## config.mk

```make
export PLATFORM = sky130hd
export DESIGN_NAME = ps2_mouse_packet_cursor_core
export DESIGN_NICKNAME = d
export VERILOG_FILES = /design/src/rtl/ps2mpc_pkg.sv /design/src/rtl/ps2mpc_move.sv /design/src/rtl/ps2_mouse_packet_cursor_core.sv
export VERILOG_INCLUDE_DIRS = /design/src /design/src/rtl
export SDC_FILE = /design/constraint.sdc
export NUM_CORES = 1
export LEC_CHECK = 0
export BUFFER_PORTS_ARGS = -buffer_cell sky130_fd_sc_hd__buf_2
export CAP_MARGIN = 20
export CORE_ASPECT_RATIO = 0.75
export CORE_MARGIN = 4
export CORE_UTILIZATION = 62
export CTS_CLUSTER_SIZE = 8
export DETAILED_ROUTE_END_ITERATION = 8
export PLACE_DENSITY_LB_ADDON = 0.2
export SLEW_MARGIN = 10
export SYNTH_ARGS = -nofsm -noshare
export SYNTH_HDL_FRONTEND = slang
export SYNTH_SLANG_ARGS = --single-unit
```

## constraint.sdc

```tcl
create_clock -name i_clk -period 12.4 [get_ports i_clk]
set_input_delay 0.62 -clock i_clk [delete_from_list [all_inputs] [get_ports i_clk]]
set_output_delay 0.62 -clock i_clk [all_outputs]
set_load 0.03 [all_outputs]
```

## src/rtl/ps2_mouse_packet_cursor_core_macros.svh

```systemverilog
// Assertion helpers shared by the cursor core.
`ifndef PS2_MOUSE_PACKET_CURSOR_CORE_MACROS_SVH
`define PS2_MOUSE_PACKET_CURSOR_CORE_MACROS_SVH

// The consequent must hold in the same cycle as the antecedent.
`define PMC_ASSERT_NOW(lbl, clk, rstn, ante, cons) \
    lbl: assert property (@(posedge clk) disable iff (!(rstn)) (ante) |-> (cons)) \
        else $error("assertion failed in same cycle");

// The consequent must hold in the cycle after the antecedent.
`define PMC_ASSERT_NEXT(lbl, clk, rstn, ante, cons) \
    lbl: assert property (@(posedge clk) disable iff (!(rstn)) (ante) |=> (cons)) \
        else $error("assertion failed in next cycle");

`endif

```

## src/rtl/ps2mpc_pkg.sv

```systemverilog
package ps2mpc_pkg;

    localparam int CFG_IDX_W = 2;
    localparam int CFG_DATA_W = 16;

    localparam logic [CFG_IDX_W-1:0] CFG_HOME_X = 2'd0;
    localparam logic [CFG_IDX_W-1:0] CFG_HOME_Y = 2'd1;

    localparam logic signed [15:0] HOME_X_RESET = 16'sd15;
    localparam logic signed [15:0] HOME_Y_RESET = 16'sd10;

    // Bit positions in the first byte of a packet.
    localparam int BIT_LEFT   = 0;
    localparam int BIT_RIGHT  = 1;
    localparam int BIT_MIDDLE = 2;
    localparam int BIT_SYNC   = 3;
    localparam int BIT_SIGN_X = 4;
    localparam int BIT_SIGN_Y = 5;
    localparam int BIT_OVF_X  = 6;
    localparam int BIT_OVF_Y  = 7;

    typedef struct packed {
        logic       aux_data;
        logic [7:0] data_byte;
    } t_in_item;

    typedef struct packed {
        logic signed [15:0] old_x;
        logic signed [15:0] old_y;
        logic signed [15:0] new_x;
        logic signed [15:0] new_y;
        logic               left_button;
        logic               right_button;
        logic               middle_button;
        logic               home_jump;
    } t_out_item;

endpackage

```

## src/rtl/ps2mpc_move.sv

```systemverilog
module ps2mpc_move (
    input  logic [7:0]                i_first_byte,
    input  logic [7:0]                i_second_byte,
    input  logic [7:0]                i_third_byte,
    input  logic signed [15:0]        i_cursor_x,
    input  logic signed [15:0]        i_cursor_y,
    input  logic signed [15:0]        i_home_x,
    input  logic signed [15:0]        i_home_y,
    output ps2mpc_pkg::t_out_item     o_result
);

    // Nine-bit signed delta divided by ten, truncated toward zero.
    // The magnitude is at most 256, so a multiply by 205/2048 is exact.
    function automatic logic signed [5:0] f_div10(input logic [7:0] low, input logic neg);
        logic [8:0]  mag;
        logic [16:0] prod;
        logic [4:0]  q;
        mag  = neg ? (9'd256 - {1'b0, low}) : {1'b0, low};
        prod = {8'd0, mag} * 17'd205;
        q    = prod[15:11];
        return neg ? -$signed({1'b0, q}) : $signed({1'b0, q});
    endfunction

    function automatic logic signed [15:0] f_sat16(input logic signed [16:0] v);
        if (v[16] != v[15]) begin
            return v[16] ? 16'sh8000 : 16'sh7fff;
        end
        return v[15:0];
    endfunction

    logic signed [5:0]  w_dx;
    logic signed [5:0]  w_dy;
    logic signed [16:0] w_sum_x;
    logic signed [16:0] w_sum_y;
    logic               w_jump;

    assign w_dx = f_div10(i_second_byte, i_first_byte[ps2mpc_pkg::BIT_SIGN_X]);
    assign w_dy = f_div10(i_third_byte, i_first_byte[ps2mpc_pkg::BIT_SIGN_Y]);

    assign w_sum_x = {i_cursor_x[15], i_cursor_x} + {{11{w_dx[5]}}, w_dx};
    assign w_sum_y = {i_cursor_y[15], i_cursor_y} - {{11{w_dy[5]}}, w_dy};

    assign w_jump = i_first_byte[ps2mpc_pkg::BIT_LEFT];

    always_comb begin
        o_result.old_x         = i_cursor_x;
        o_result.old_y         = i_cursor_y;
        o_result.new_x         = w_jump ? i_home_x : f_sat16(w_sum_x);
        o_result.new_y         = w_jump ? i_home_y : f_sat16(w_sum_y);
        o_result.left_button   = i_first_byte[ps2mpc_pkg::BIT_LEFT];
        o_result.right_button  = i_first_byte[ps2mpc_pkg::BIT_RIGHT];
        o_result.middle_button = i_first_byte[ps2mpc_pkg::BIT_MIDDLE];
        o_result.home_jump     = w_jump;
    end

endmodule

```

## src/rtl/ps2_mouse_packet_cursor_core.sv

```systemverilog
// PS/2 mouse packet decoder with a saturating cursor.
// Input channel: i_valid, o_stall, i_item carries one controller byte and its
// auxiliary-data flag. Bytes without the flag are consumed and ignored.
// Output channel: o_valid, i_stall, o_result carries the cursor before and
// after one complete three-byte packet, the buttons and the home-jump flag.
// Configuration: i_cfg_we writes i_cfg_data to home_x (index 0) or home_y
// (index 1); other indexes are ignored. Write only while the block is idle.
// Each item is captured in an input register and then processed into the result
// register, so a result is valid once the third byte has passed through both
// registers. One item is accepted every cycle unless the output side stalls.
// When the receiver stalls a full result register, the result holds and the
// input side stalls once its input register is also occupied.
// Reset puts the packet phase at the first byte, the cursor at zero and the
// home position at column 15, row 10.
`include "ps2_mouse_packet_cursor_core_macros.svh"

module ps2_mouse_packet_cursor_core (
    input  logic                                  i_clk,
    input  logic                                  i_rst_n,
    input  logic                                  i_valid,
    output logic                                  o_stall,
    input  ps2mpc_pkg::t_in_item                  i_item,
    output logic                                  o_valid,
    input  logic                                  i_stall,
    output ps2mpc_pkg::t_out_item                 o_result,
    input  logic                                  i_cfg_we,
    input  logic [ps2mpc_pkg::CFG_IDX_W-1:0]      i_cfg_idx,
    input  logic [ps2mpc_pkg::CFG_DATA_W-1:0]     i_cfg_data
);

    typedef enum logic [1:0] {
        PH_FIRST  = 2'd0,
        PH_SECOND = 2'd1,
        PH_THIRD  = 2'd2
    } t_phase;

    t_phase                r_phase;
    logic                  r_in_valid;
    ps2mpc_pkg::t_in_item  r_in;
    logic [7:0]            r_first;
    logic [7:0]            r_second;
    logic signed [15:0]    r_cursor_x;
    logic signed [15:0]    r_cursor_y;
    logic signed [15:0]    r_home_x;
    logic signed [15:0]    r_home_y;
    logic                  r_out_valid;
    ps2mpc_pkg::t_out_item r_out;

    ps2mpc_pkg::t_out_item w_move;
    logic                  w_slot_free;
    logic                  w_proc;
    logic                  w_overflow;
    logic                  w_emit;

    ps2mpc_move u_move (
        .i_first_byte  (r_first),
        .i_second_byte (r_second),
        .i_third_byte  (r_in.data_byte),
        .i_cursor_x    (r_cursor_x),
        .i_cursor_y    (r_cursor_y),
        .i_home_x      (r_home_x),
        .i_home_y      (r_home_y),
        .o_result      (w_move)
    );

    assign w_slot_free = !r_out_valid || !i_stall;
    assign w_proc      = r_in_valid && w_slot_free && r_in.aux_data;
    assign w_overflow  = r_first[ps2mpc_pkg::BIT_OVF_X] || r_first[ps2mpc_pkg::BIT_OVF_Y];
    assign w_emit      = w_proc && (r_phase == PH_THIRD) && !w_overflow;

    assign o_stall  = r_in_valid && !w_slot_free;
    assign o_valid  = r_out_valid;
    assign o_result = r_out;

    always_ff @(posedge i_clk) begin
        if (!i_rst_n) begin
            r_phase     <= PH_FIRST;
            r_in_valid  <= 1'b0;
            r_cursor_x  <= '0;
            r_cursor_y  <= '0;
            r_home_x    <= ps2mpc_pkg::HOME_X_RESET;
            r_home_y    <= ps2mpc_pkg::HOME_Y_RESET;
            r_out_valid <= 1'b0;
        end else begin
            if (!o_stall) begin
                r_in_valid <= i_valid;
                r_in       <= i_item;
            end
            if (w_slot_free) begin
                r_out_valid <= w_emit;
            end
            if (w_emit) begin
                r_out      <= w_move;
                r_cursor_x <= w_move.new_x;
                r_cursor_y <= w_move.new_y;
            end
            if (w_proc) begin
                unique case (r_phase)
                    PH_SECOND: begin
                        r_second <= r_in.data_byte;
                        r_phase  <= PH_THIRD;
                    end
                    PH_THIRD: begin
                        r_phase <= PH_FIRST;
                    end
                    default: begin
                        r_first <= r_in.data_byte;
                        r_phase <= r_in.data_byte[ps2mpc_pkg::BIT_SYNC] ? PH_SECOND : PH_FIRST;
                    end
                endcase
            end
            if (i_cfg_we) begin
                unique case (i_cfg_idx)
                    ps2mpc_pkg::CFG_HOME_X: r_home_x <= i_cfg_data;
                    ps2mpc_pkg::CFG_HOME_Y: r_home_y <= i_cfg_data;
                    default: ;
                endcase
            end
        end
    end

    `PMC_ASSERT_NOW(a_stall_only_when_full, i_clk, i_rst_n, o_stall, o_valid && i_stall)
    `PMC_ASSERT_NOW(a_jump_means_left, i_clk, i_rst_n, o_valid,
                    o_result.home_jump == o_result.left_button)
    `PMC_ASSERT_NEXT(a_third_returns_first, i_clk, i_rst_n,
                     w_proc && (r_phase == PH_THIRD), r_phase == PH_FIRST)
    `PMC_ASSERT_NEXT(a_cursor_moves_on_result, i_clk, i_rst_n, !w_emit,
                     $stable(r_cursor_x) && $stable(r_cursor_y))

endmodule
```

# After elaboration in Yosys (flattened, before gate mapping)
# Index checks and enable logic that the tools add are counted.
[word_totals]
word_cells = 68
reg_bits = 160
output_inout_bits = 70
input_bits = 32
[classes]
n_reduce_logical = 19
bitwise_logic = 2
addsub = 6
multipliers = 2
eq_ne = 5
muxes = 16
[ops]
columns = ["cell", "n"]
rows = [
  ["2-to-1 mux 16 bit", 8],
  ["multiplier 9 x 8 -> 16 bit, second input constant", 2],
  ["2-to-1 mux 9 bit", 2],
  ["subtractor 9 x 8 -> 9 bit, first input constant", 2],
  ["adder 16 x 6 -> 17 bit", 1],
  ["subtractor 16 x 6 -> 17 bit", 1],
  ["2-to-1 mux 6 bit", 2],
  ["negator 5 -> 6 bit", 2],
  ["AND reduction 2 bit", 4],
  ["AND reduction 3 bit", 2],
  ["logical AND 1 bit", 5],
  ["equality test 2 x 1 -> 1 bit, second input constant", 2],
  ["logical NOT 1 bit", 4],
  ["case mux 2 bit (2 select lines)", 1],
  ["2-to-1 mux 1 bit", 3],
  ["equality test 2 bit, second input constant", 1],
  ["logical NOT 2 bit", 1],
  ["logical OR 1 bit", 2],
  ["inequality test 1 bit", 2],
  ["NOT 1 bit", 2],
  ["OR reduction 2 bit", 1],
]

# Logic depth before layout (Yosys ltp)
# Gate-level depths: netlist of the first run.
[depth]
depth_word = 10
depth_mapped = 33

# Modules after synthesis
# A second synthesis of the first run with hierarchy kept.
[unflattened]
hier_cells = 1115
hier_area_um2 = 10968.0
[by_module_without_submodules]
columns = ["module", "n_inst", "seq_area_each_um2", "cells_per_inst", "area_each_um2"]
rows = [
  ["ps2_mouse_packet_cursor_core", 1, 4154.0, 402, 5542.8],
  ["ps2mpc_move", 1, 0.0, 713, 5425.2],
]

# Worst setup path before layout of the first run
# OpenSTA, ideal clock, no wires.
[synth_timing]
path_type = "flip-flop to flip-flop"
start = "reg r_in[2] (netlist bit)"
end = "reg r_out, in the netlist o_result[18] (data pin)"
arrival_ns = 7.563
path_slack_ns = 4.578
stages_incl_launch_ff = 29
path_buffers = 1
setup_time_ns = 0.259
cell_sequence = "edfxtp_1 -> or3_1 -> o31ai_1 -> xor2_1 -> xnor2_1 -> fa_1 -> inv_1 -> fa_1 -> inv_1 -> fa_1 -> inv_1 -> ha_1 -> a2111o_1 -> a31oi_1 -> o21ai_0 -> a2111o_1 -> a31oi_1 -> xnor2_1 -> o21ai_0 -> ha_1 -> and3_1 -> and2_1 -> a311oi_1 -> o21ai_0 -> nand2_1 -> buf_2 -> nor2_1 -> o21ai_0 -> nand2_1"
[synth_lines]
columns = ["item", "line", "rtl"]
rows = [
  ["start: declaration", "ps2_mouse_packet_cursor_core.sv:39", "ps2mpc_pkg::t_in_item r_in;"],
  ["start signal: assignment", "ps2_mouse_packet_cursor_core.sv:87", "r_in <= i_item;"],
  ["end signal: assignment", "ps2_mouse_packet_cursor_core.sv:93", "r_out <= w_move;"],
  ["end: declaration", "ps2_mouse_packet_cursor_core.sv:47", "ps2mpc_pkg::t_out_item r_out;"],
]

==> impl_metrics.csv, run 1 <==
group,metric,value,unit
synthesis,synthArstFlopShare,0,%
timing,hold_viol,0,
floorplanning,rows,40,
synthesis,syn_area_per_cell,9.67,um^2
routing,post_drt_wl_per_cell,17.6,um
setup_path,arrival,8.97,ns
setup_path,critPathLaunchType,"register",
min_path,hold_class,"primary input to register",
synthesis,yosysSeqAreaShare,39.1,%
timing,finalSetupTns,0,ns
timing,worstMarginPinSlew,1.14,ns
clock_network,cts_max_path_buffers,2,
synthesis,synth-main-ff-cell,"edfxtp_1",
synthesis,yosysTopAreaCellShare,26.1,%
routing,viasPerCell,5.96,
timing,holdWs,0.365,ns
setup_path,critical_path.max_stage_delay,0.70,ns
global_routing,grt_max_degree,71,
synthesis,syn-cell-area,10500,um^2
timing,min_period,8.80,ns
power_and_ir_drop,p_leak,5.18,nW
setup_path,critPathMaxFanout,14,
clock_network,cts_resized,0,
clock_network,numClockSinks,159,
synthesis,synth_edf_count,91,
cells_and_area,drive_above_1_share,14.2,%
clock_network,cts_tree,"yes",
synthesis,yosysTopAreaCell,"edfxtp_1",
synthesis,synth.net_count,1257,
routing,drtPass1Iterations,6,
cells_and_area,areaGrowthSynthToFinish,11.8,%
cells_and_area,fillerInstances,1229,
floorplanning,start_util,64.2,%
synthesis,syn_inst,1083,
timing,period_share,70.9,%
routing,vias,8301,
setup_path,cp-end-kind,"register",
global_routing,grt_first_pass_wirelength,40300,um
setup_path,slowest_stage,"a21oi_1",
floorplanning,die_h,121,um
clock_network,clk_pin_slew_worst_paths,0.06,ns
timing,maxSlewViolCount,0,
placement,dpl_worst_slack,3.77,ns
flow_run,drv_cap,0,
timing,clock.fmax,114,MHz
clock_network,root_buffer,"clkbuf_16",
global_routing,antenna_found_initial,3,
timing,finalSetupViolCount,0,
placement,place_congestion,0.912,
routing,drt_iter0_drc,702,
clock_network,cts_made_buffers,17,
clock_network,htree_levels,4,
global_routing,grt_pass1_vias,7893,
clock_network,clock_latency,0.43,ns
floorplanning,die_w,158,um
power_and_ir_drop,p_per_area,168,nW/um^2
synthesis,yosysWarnings,0,
status,outcome,"finished clean",
cells_and_area,mostFrequentLayoutCell,"nand2_1",
min_path,min_from,"i_item[5]",
placement,place_hpwl,18100,um
power_and_ir_drop,power.total,0.00197,W
power_and_ir_drop,max-vdd-ir-drop,0.000175,V
timing,rsz0062_at_grt,"no",
routing,routed_wl,24500,um
synthesis,synth_seq_cells,159,
routing,drc_errors,0,
floorplanning,die_area,19100,um^2
timing,slew_headroom,23.8,%
setup_path,startpoint,"r_in[2]",
placement,port_buffers,101,
clock_network,hold_buffers,0,
cells_and_area,mostFrequentLayoutCells,"nand2_1 (142), ha_1 (112), buf_2 (101)",
global_routing,grt.overflow.total,0,
synthesis,synthTopCellsByArea,"edfxtp_1 (26%), ha_1 (13%), dfxtp_1 (13%)",
setup_path,critical_path_class,"register to register",
synthesis,ys_types,75,
setup_path,required,12.57,ns
floorplanning,ioPinCount,102,
routing,ant_nets,0,
clock_network,postCtsSetupRepairBufs,0,
setup_path,r2r_start,"r_in[2]",
timing,fin_ws,3.60,ns
timing,clock_skew,0.00952,ns
global_routing,globalRouteTotalUtil,26.5,%
floorplanning,core_area,16300,um^2
cells_and_area,fin_nets,1340,
[routing by layer]
layer | global-route usage (%) | vias to the layer above | wire [um]
met5 | 0 | - | 0
met4 | 8.31 | 0 | 452
met3 | 4.29 | 39 | 1910
met2 | 38.8 | 324 | 10800
met1 | 40.2 | 3929 | 11300
li1 | - | 4009 | -
[layout make-up]
| class | instances | area (um^2) | share of cell area, % |
|---|---|---|---|
| Clock buffer | 22 | 474 | 4.05 |
| Multi-Input combinational cell | 785 | 5850 | 50.0 |
| Clock inverter | 10 | 108 | 0.919 |
| Tap cell | 210 | 263 | 2.24 |
| Sequential cell | 159 | 4090 | 35.0 |
| Antenna cell | 3 | 7.51 | 0.0641 |
| Timing Repair Buffer | 108 | 558 | 4.76 |
| Inverter | 95 | 357 | 3.04 |
[state kept, by name (all words and copies together) (netlist names)]
| signal | cells |
|---|---|
| r_home_x | 16 |
| r_cursor_y | 16 |
| o_valid | 1 |
| r_first | 7 |
| r_phase | 2 |
| r_cursor_x | 16 |
| r_in_valid | 1 |
| r_second | 8 |
| r_home_y | 16 |
| o_result | 67 |
| r_in | 9 |
[through the flow]
step	cells	instance area (um^2)	utilization (%)
global placement	1357	11100	68.2
global route	1392	11700	71.8
CTS	1389	11700	71.7
finish	1392	11700	71.8
detailed placement	1357	11100	68.2
floorplan	1083	10500	-
[where the power goes]
part           total [W]  internal (W)  switching (W)
Clock           0.000523      0.000311       0.000211
Sequential      0.000580      0.000573     0.00000706
Combinational   0.000863      0.000356       0.000507
Total            0.00197       0.00124       0.000725
[synthesized netlist by cell type (5+ instances only)]
master / number
and2_1: 8
a21o_1: 7
clkbuf_1: 37
o21ai_0: 65
xnor2_1: 53
o211ai_1: 6
or3_1: 10
nor2_1: 40
o21a_1: 6
inv_1: 94
nand2b_1: 10
nand2_1: 142
o21ai_1: 6
a21oi_1: 72
o21ba_2: 8
edfxtp_1: 91
fa_1: 30
maj3_1: 7
nor3_1: 22
a211oi_1: 10
xor2_1: 20
o31ai_1: 14
ha_1: 112
nand3_1: 23
o21bai_1: 11
dfxtp_1: 68
buf_2: 5
a311oi_1: 7
and3_1: 11
a31oi_1: 14
[cell families (layout without fill, tap and decap cells)]
| logic type | after synthesis | after routing | synth area share (%) |
|---|---|---|---|
| buffers and inverters | 139 | 235 | 5.08 |
| AO/OA/AOI/OAI | 264 | 264 | 16.3 |
| other | 0 | 3 | 0 |
| flip-flops | 159 | 159 | 39.1 |
| multiplexers | 6 | 6 | 0.657 |
| adder cells (fa/ha/maj) | 152 | 152 | 20.1 |
| XOR/XNOR | 73 | 73 | 6.10 |
| AND/OR/NAND/NOR | 290 | 290 | 12.6 |
[critical path: cells and delay by family, from the launching register on]
family	cells	cell delay, ns
xor+xnor	3	0.86
compound gates	12	3.67
buf+inv	4	0.37
simple gates	4	0.98
flops	1	0.46
fa+ha+maj	5	2.18
[final timing paths]
path	end	slack, ns	cells after the start
min reg2reg	o_result[2]	0.43	0
min	r_in[5]	0.36	1
max	o_result[18]	3.60	28
max reg2reg	o_result[18]	3.60	28
No activity file was read; power rests on OpenSTA's default activity.
==> run 2, diff against run 1 <==
--- a/config.mk
+++ b/config.mk
@@ -10,7 +10,7 @@
 export CAP_MARGIN = 20
 export CORE_ASPECT_RATIO = 0.75
 export CORE_MARGIN = 4
-export CORE_UTILIZATION = 62
+export CORE_UTILIZATION = 60
 export CTS_CLUSTER_SIZE = 8
 export DETAILED_ROUTE_END_ITERATION = 8
 export PLACE_DENSITY_LB_ADDON = 0.2
==> constraint.sdc (replaced) <==
create_clock -name i_clk -period 9.09 [get_ports i_clk]
set_input_delay 0.4545 -clock i_clk [delete_from_list [all_inputs] [get_ports i_clk]]
set_output_delay 0.4545 -clock i_clk [all_outputs]
set_load 0.03 [all_outputs]
==> impl_metrics.csv, run 2 (same netlist as run 1, synthesis figures left out) <==
group,metric,value,unit
global_routing,grt_max_degree,45,
setup_path,cp-end-kind,"register",
clock_network,cts_made_buffers,17,
floorplanning,core_area,17000,um^2
clock_network,cts_max_path_buffers,2,
timing,finalSetupViolCount,0,
clock_network,cts_tree,"yes",
setup_path,slowest_stage,"fa_1",
power_and_ir_drop,power_switching,0.00103,W
placement,dp_cells,1388,
floorplanning,die_h,122,um
status,outcome,"finished clean",
cells_and_area,fillerInstances,1287,
global_routing,antenna_found_initial,0,
cells_and_area,register_area,4090,um^2
timing,min_period,8.60,ns
cells_and_area,mostFrequentLayoutCell,"nand2_1",
cells_and_area,mostFrequentLayoutCells,"nand2_1 (141), ha_1 (112), buf_2 (101)",
flow_run,drv_cap,0,
clock_network,clock_latency,0.43,ns
power_and_ir_drop,max-vdd-ir-drop,0.000166,V
cells_and_area,fin_area,11800,um^2
placement,port_buffers,101,
routing,routed-wl-met2,11300,um
clock_network,hold_buffers,0,
clock_network,cts_resized,0,
clock_network,numClockSinks,159,
power_and_ir_drop,p_per_area,232,nW/um^2
power_and_ir_drop,swShare,37.5,%
global_routing,grt_pass1_vias,7702,
routing,wl_met3,1920,um
timing,period_share,94.6,%
setup_path,critPathLaunchType,"register",
clock_network,postCtsSetupRepairBufs,0,
floorplanning,rows,41,
floorplanning,die_w,161,um
routing,topRoutingLayerUsed,"met4",
setup_path,critPathMaxFanout,19,
floorplanning,ioPinCount,102,
power_and_ir_drop,comb_power_share,43.3,%
setup_path,critical_path_class,"register to register",
timing,clock_skew,0.00806,ns
power_and_ir_drop,p_int,0.00171,W
timing,maxSlewViolCount,0,
global_routing,globalRouteTotalUtil,25.6,%
power_and_ir_drop,p_leak,5.23,nW
clock_network,root_buffer,"clkbuf_16",
min_path,hold_class,"primary input to register",
routing,vias,8331,
placement,dpl-instance-area,11200,um^2
timing,finalSetupTns,0,ns
timing,slew_headroom,27.0,%
cells_and_area,areaGrowthSynthToFinish,13.0,%
cells_and_area,drive_above_1_share,15.1,%
global_routing,grt_first_pass_wirelength,40100,um
timing,rsz0062_at_grt,"no",
setup_path,critical_path.max_stage_delay,0.55,ns
setup_path,arrival,8.92,ns
cells_and_area,multi_input_area,5860,um^2
routing,routedLengthMet1,11700,um
placement,place_hpwl,17700,um
routing,drc_errors,0,
global_routing,grt.overflow.total,0,
min_path,min_path_cells,1,
clock_network,clk_pin_slew_worst_paths,0.07,ns
cells_and_area,diodes,0,
cells_and_area,largest_reg_flops,67,
routing,drt_iter0_drc,698,
setup_path,required,9.41,ns
timing,hold_viol,0,
placement,place_congestion,0.951,
timing,clock.fmax,116,MHz
cells_and_area,fin_nets,1346,
setup_path,worstRegToRegCells,28,
timing,worstMarginPinSlew,1.09,ns
routing,drtPass1Iterations,5,
routing,viasPerCell,5.86,
clock_network,htree_levels,4,
routing,post_drt_wl_per_cell,17.8,um
routing,ant_nets,0,
power_and_ir_drop,seqPwrFrac,28.8,%
floorplanning,die_area,19700,um^2
power_and_ir_drop,pwr-share-clk,27.9,%
cells_and_area,fin_cells,1421,
routing,routed_wl,25300,um
floorplanning,start_util,61.7,%
run 2: cell count changes in the layout (fill, tap and decap cells not counted), sizes merged:
cell | before | now
clkbuf | 22 | 18
inv | 96 | 100
bufinv | 2 | 3
diode | 3 | 0
buf | 108 | 113
run 2: through the flow:
| stage | worst slack, ns | utilization, % | hold slack, ns | power, W |
|---|---|---|---|---|
| after floorplan | 1.27 | - | 0.400 | 0.00173 |
| after global placement | 0.358 | 65.9 | 0.406 | 0.00193 |
| after detailed placement | 0.279 | 65.9 | 0.414 | 0.00195 |
| after CTS | 0.155 | 69.6 | 0.190 | 0.00273 |
| after global routing | 0.0217 | 69.7 | 0.182 | 0.00294 |
| final | 0.491 | 69.7 | 0.198 | 0.00274 |
run 2: power by group through the flow:
stage | sequential (W) | clock, W | combinational [W]
after floorplan | 0.000803 | 0 | 0.000923
after global placement | 0.000806 | 0 | 0.00112
after detailed placement | 0.000807 | 0 | 0.00114
after CTS | 0.000791 | 0.000769 | 0.00117
after global routing | 0.000792 | 0.000807 | 0.00134
final | 0.000792 | 0.000765 | 0.00119
run 2: worst paths after layout:
kind / endpoint / startpoint / slack [ns]
hold reg to reg: o_result[2] / r_first[1] / 0.43
setup / recovery: r_cursor_y[1] / r_in[0] / 0.49
setup reg to reg: r_cursor_y[1] / r_in[0] / 0.49
hold / removal: r_in[7] / i_item[7] / 0.20
run 2: worst max-delay path, delay by kind of cell (launching register included):
family          cells  cell delay, ns
fa+ha+maj           5            2.16
simple gates        4            1.15
buf+inv             4            0.39
xor+xnor            3            0.80
flops               1            0.53
compound gates     12            3.45
run 2: metal layers:
metal  vias to the layer above  track usage, %
li1                       4028               -
met1                      3912            37.8
met2                       353            39.4
met3                        38            4.46
met4                         0            6.61
met5                         -               0
run 2: final cells by class:
class	count	share of cell area [%]
Clock buffer	17	3.59
Clock inverter	15	1.69
Inverter	95	3.01
Multi-Input combinational cell	785	49.5
Sequential cell	159	34.6
Tap cell	236	2.49
Timing Repair Buffer	114	5.09
==> run 3, diff against run 2 <==
--- a/config.mk
+++ b/config.mk
@@ -13,7 +13,7 @@
 export CORE_UTILIZATION = 60
 export CTS_CLUSTER_SIZE = 8
 export DETAILED_ROUTE_END_ITERATION = 8
-export PLACE_DENSITY_LB_ADDON = 0.2
+export PLACE_DENSITY = 0.81
 export SLEW_MARGIN = 10
 export SYNTH_ARGS = -nofsm -noshare
 export SYNTH_HDL_FRONTEND = slang
==> impl_metrics.csv, run 3 (same netlist as run 1, synthesis figures left out) <==
group,metric,value,unit
status,outcome,"finished clean",
setup_path,critical_path.max_stage_delay,0.79,ns
global_routing,globalRouteTotalUtil,25.8,%
setup_path,cp-end-kind,"register",
floorplanning,die_area,19700,um^2
setup_path,path_delay_family,"compound AO/OA/AOI/OAI gates",
timing,clock.fmax,117,MHz
power_and_ir_drop,p_per_area,229,nW/um^2
timing,finalSetupViolCount,0,
floorplanning,start_util,61.7,%
floorplanning,ioPinCount,102,
cells_and_area,largest_reg_flops,67,
cells_and_area,fillerInstances,1272,
setup_path,regToRegSetupSlack,0.52,ns
global_routing,grt.overflow.total,0,
routing,drtPass1Iterations,5,
global_routing,antenna_found_initial,1,
timing,slew_headroom,30.3,%
timing,finalSetupTns,0,ns
min_path,min_path_cells,1,
placement,port_buffers,101,
routing,routed_wl,24900,um
routing,ant_nets,0,
power_and_ir_drop,power.total,0.00271,W
floorplanning,rows,41,
cells_and_area,drive_above_1_share,15.0,%
setup_path,crit_top_cell,"inv_1",
min_path,min_to,"r_in[5]",
clock_network,cts_max_path_buffers,2,
setup_path,required,9.47,ns
power_and_ir_drop,max-vdd-ir-drop,0.000162,V
min_path,min_from,"i_item[5]",
cells_and_area,areaGrowthSynthToFinish,12.9,%
clock_network,root_buffer,"clkbuf_16",
setup_path,rr_endpoint,"r_cursor_x[8]",
clock_network,clock_latency,0.43,ns
setup_path,critical_path_class,"register to register",
setup_path,r2r_start,"r_second[0]",
power_and_ir_drop,p_leak,5.22,nW
timing,period_share,94.3,%
timing,clock_skew,0.0106,ns
cells_and_area,fin_nets,1346,
clock_network,cts_made_buffers,17,
setup_path,critPathLaunchType,"register",
clock_network,cts_tree,"yes",
setup_path,crit_buf_inv,6,
setup_path,critPathMaxFanout,11,
timing,worstMarginPinSlew,1.04,ns
cells_and_area,register_area,4090,um^2
setup_path,worstRegToRegCells,30,
routing,drc_errors,0,
cells_and_area,mostFrequentLayoutCells,"nand2_1 (141), ha_1 (112), buf_2 (101)",
clock_network,clk_pin_slew_worst_paths,0.07,ns
timing,maxSlewViolCount,0,
cells_and_area,mostFrequentLayoutCell,"nand2_1",
flow_run,drv_cap,0,
min_path,hold_class,"primary input to register",
placement,place_hpwl,17800,um
clock_network,numClockSinks,159,
global_routing,grt_max_degree,71,
floorplanning,die_h,122,um
setup_path,arrival,8.95,ns
timing,hold_viol,0,
timing,min_period,8.57,ns
routing,post_drt_wl_per_cell,17.5,um
routing,drt_iter0_drc,701,
floorplanning,core_area,17000,um^2
timing,rsz0062_at_grt,"no",
cells_and_area,multi_input_area,5870,um^2
routing,viasPerCell,5.94,
clock_network,htree_levels,4,
floorplanning,die_w,161,um
global_routing,grt_first_pass_wirelength,40600,um
global_routing,grt_pass1_vias,8088,
placement,place_congestion,0.952,
routing,vias,8453,
setup_path,slowest_stage,"a41oi_1",
[run 3: per-layer routing]
metal / vias up / share of wire (%) / track usage (%)
met5: - / 0 / 0
met4: 0 / 2.3 / 9.19
met3: 52 / 8.0 / 4.36
met2: 341 / 45 / 39.6
met1: 4041 / 45 / 37.2
li1: 4019 / - / -
[run 3: repair_timing]
action,in CTS,in global routing
hold buffers,0,0
endpoints found under the hold margin,0,0
resized for setup,0,4
setup endpoints to repair,0,45
buffers inserted,0,0
[run 3: worst max-delay path by stage]
stage / from / to / slack [ns] / cells after the start
floorplan: r_in[2] / o_result[6] / 1.27 / 28
global placement: r_in[0] / r_cursor_y[1] / 0.42 / 28
detailed placement: r_in[0] / r_cursor_y[1] / 0.32 / 28
CTS: r_in[0] / r_cursor_y[1] / 0.21 / 28
global route: r_second[0] / r_cursor_x[8] / 0.02 / 30
finish: r_second[0] / r_cursor_x[8] / 0.52 / 30
[run 3: final cells by class]
type	count	area share, %
inverters	95	3.01
clock inverters	12	1.22
multi-input cells	785	49.6
flip-flops and latches	159	34.6
clock buffers	20	3.96
diodes	1	0.0212
well taps	236	2.50
repair buffers	114	5.10
[run 3: metrics by stage]
| stage | utilization (%) | setup WS, ns | hold WS, ns | cell area, um^2 | std cells |
|---|---|---|---|---|---|
| final | 69.7 | 0.517 | 0.197 | 11800 | 1422 |
| after global routing | 69.7 | 0.0171 | 0.185 | 11800 | 1422 |
| after CTS | 69.6 | 0.207 | 0.184 | 11800 | 1421 |
| after detailed placement | 66.0 | 0.323 | 0.415 | 11200 | 1389 |
| after global placement | 66.0 | 0.417 | 0.409 | 11200 | 1389 |
| after floorplan | - | 1.27 | 0.400 | 10500 | 1083 |
[run 3: report_power, final]
part,switching (W),internal [W],total (W)
Combinational,0.000676,0.000494,0.00117
Clock,0.000310,0.000435,0.000745
Sequential,0.0000103,0.000781,0.000792
Total,0.000996,0.00171,0.00271
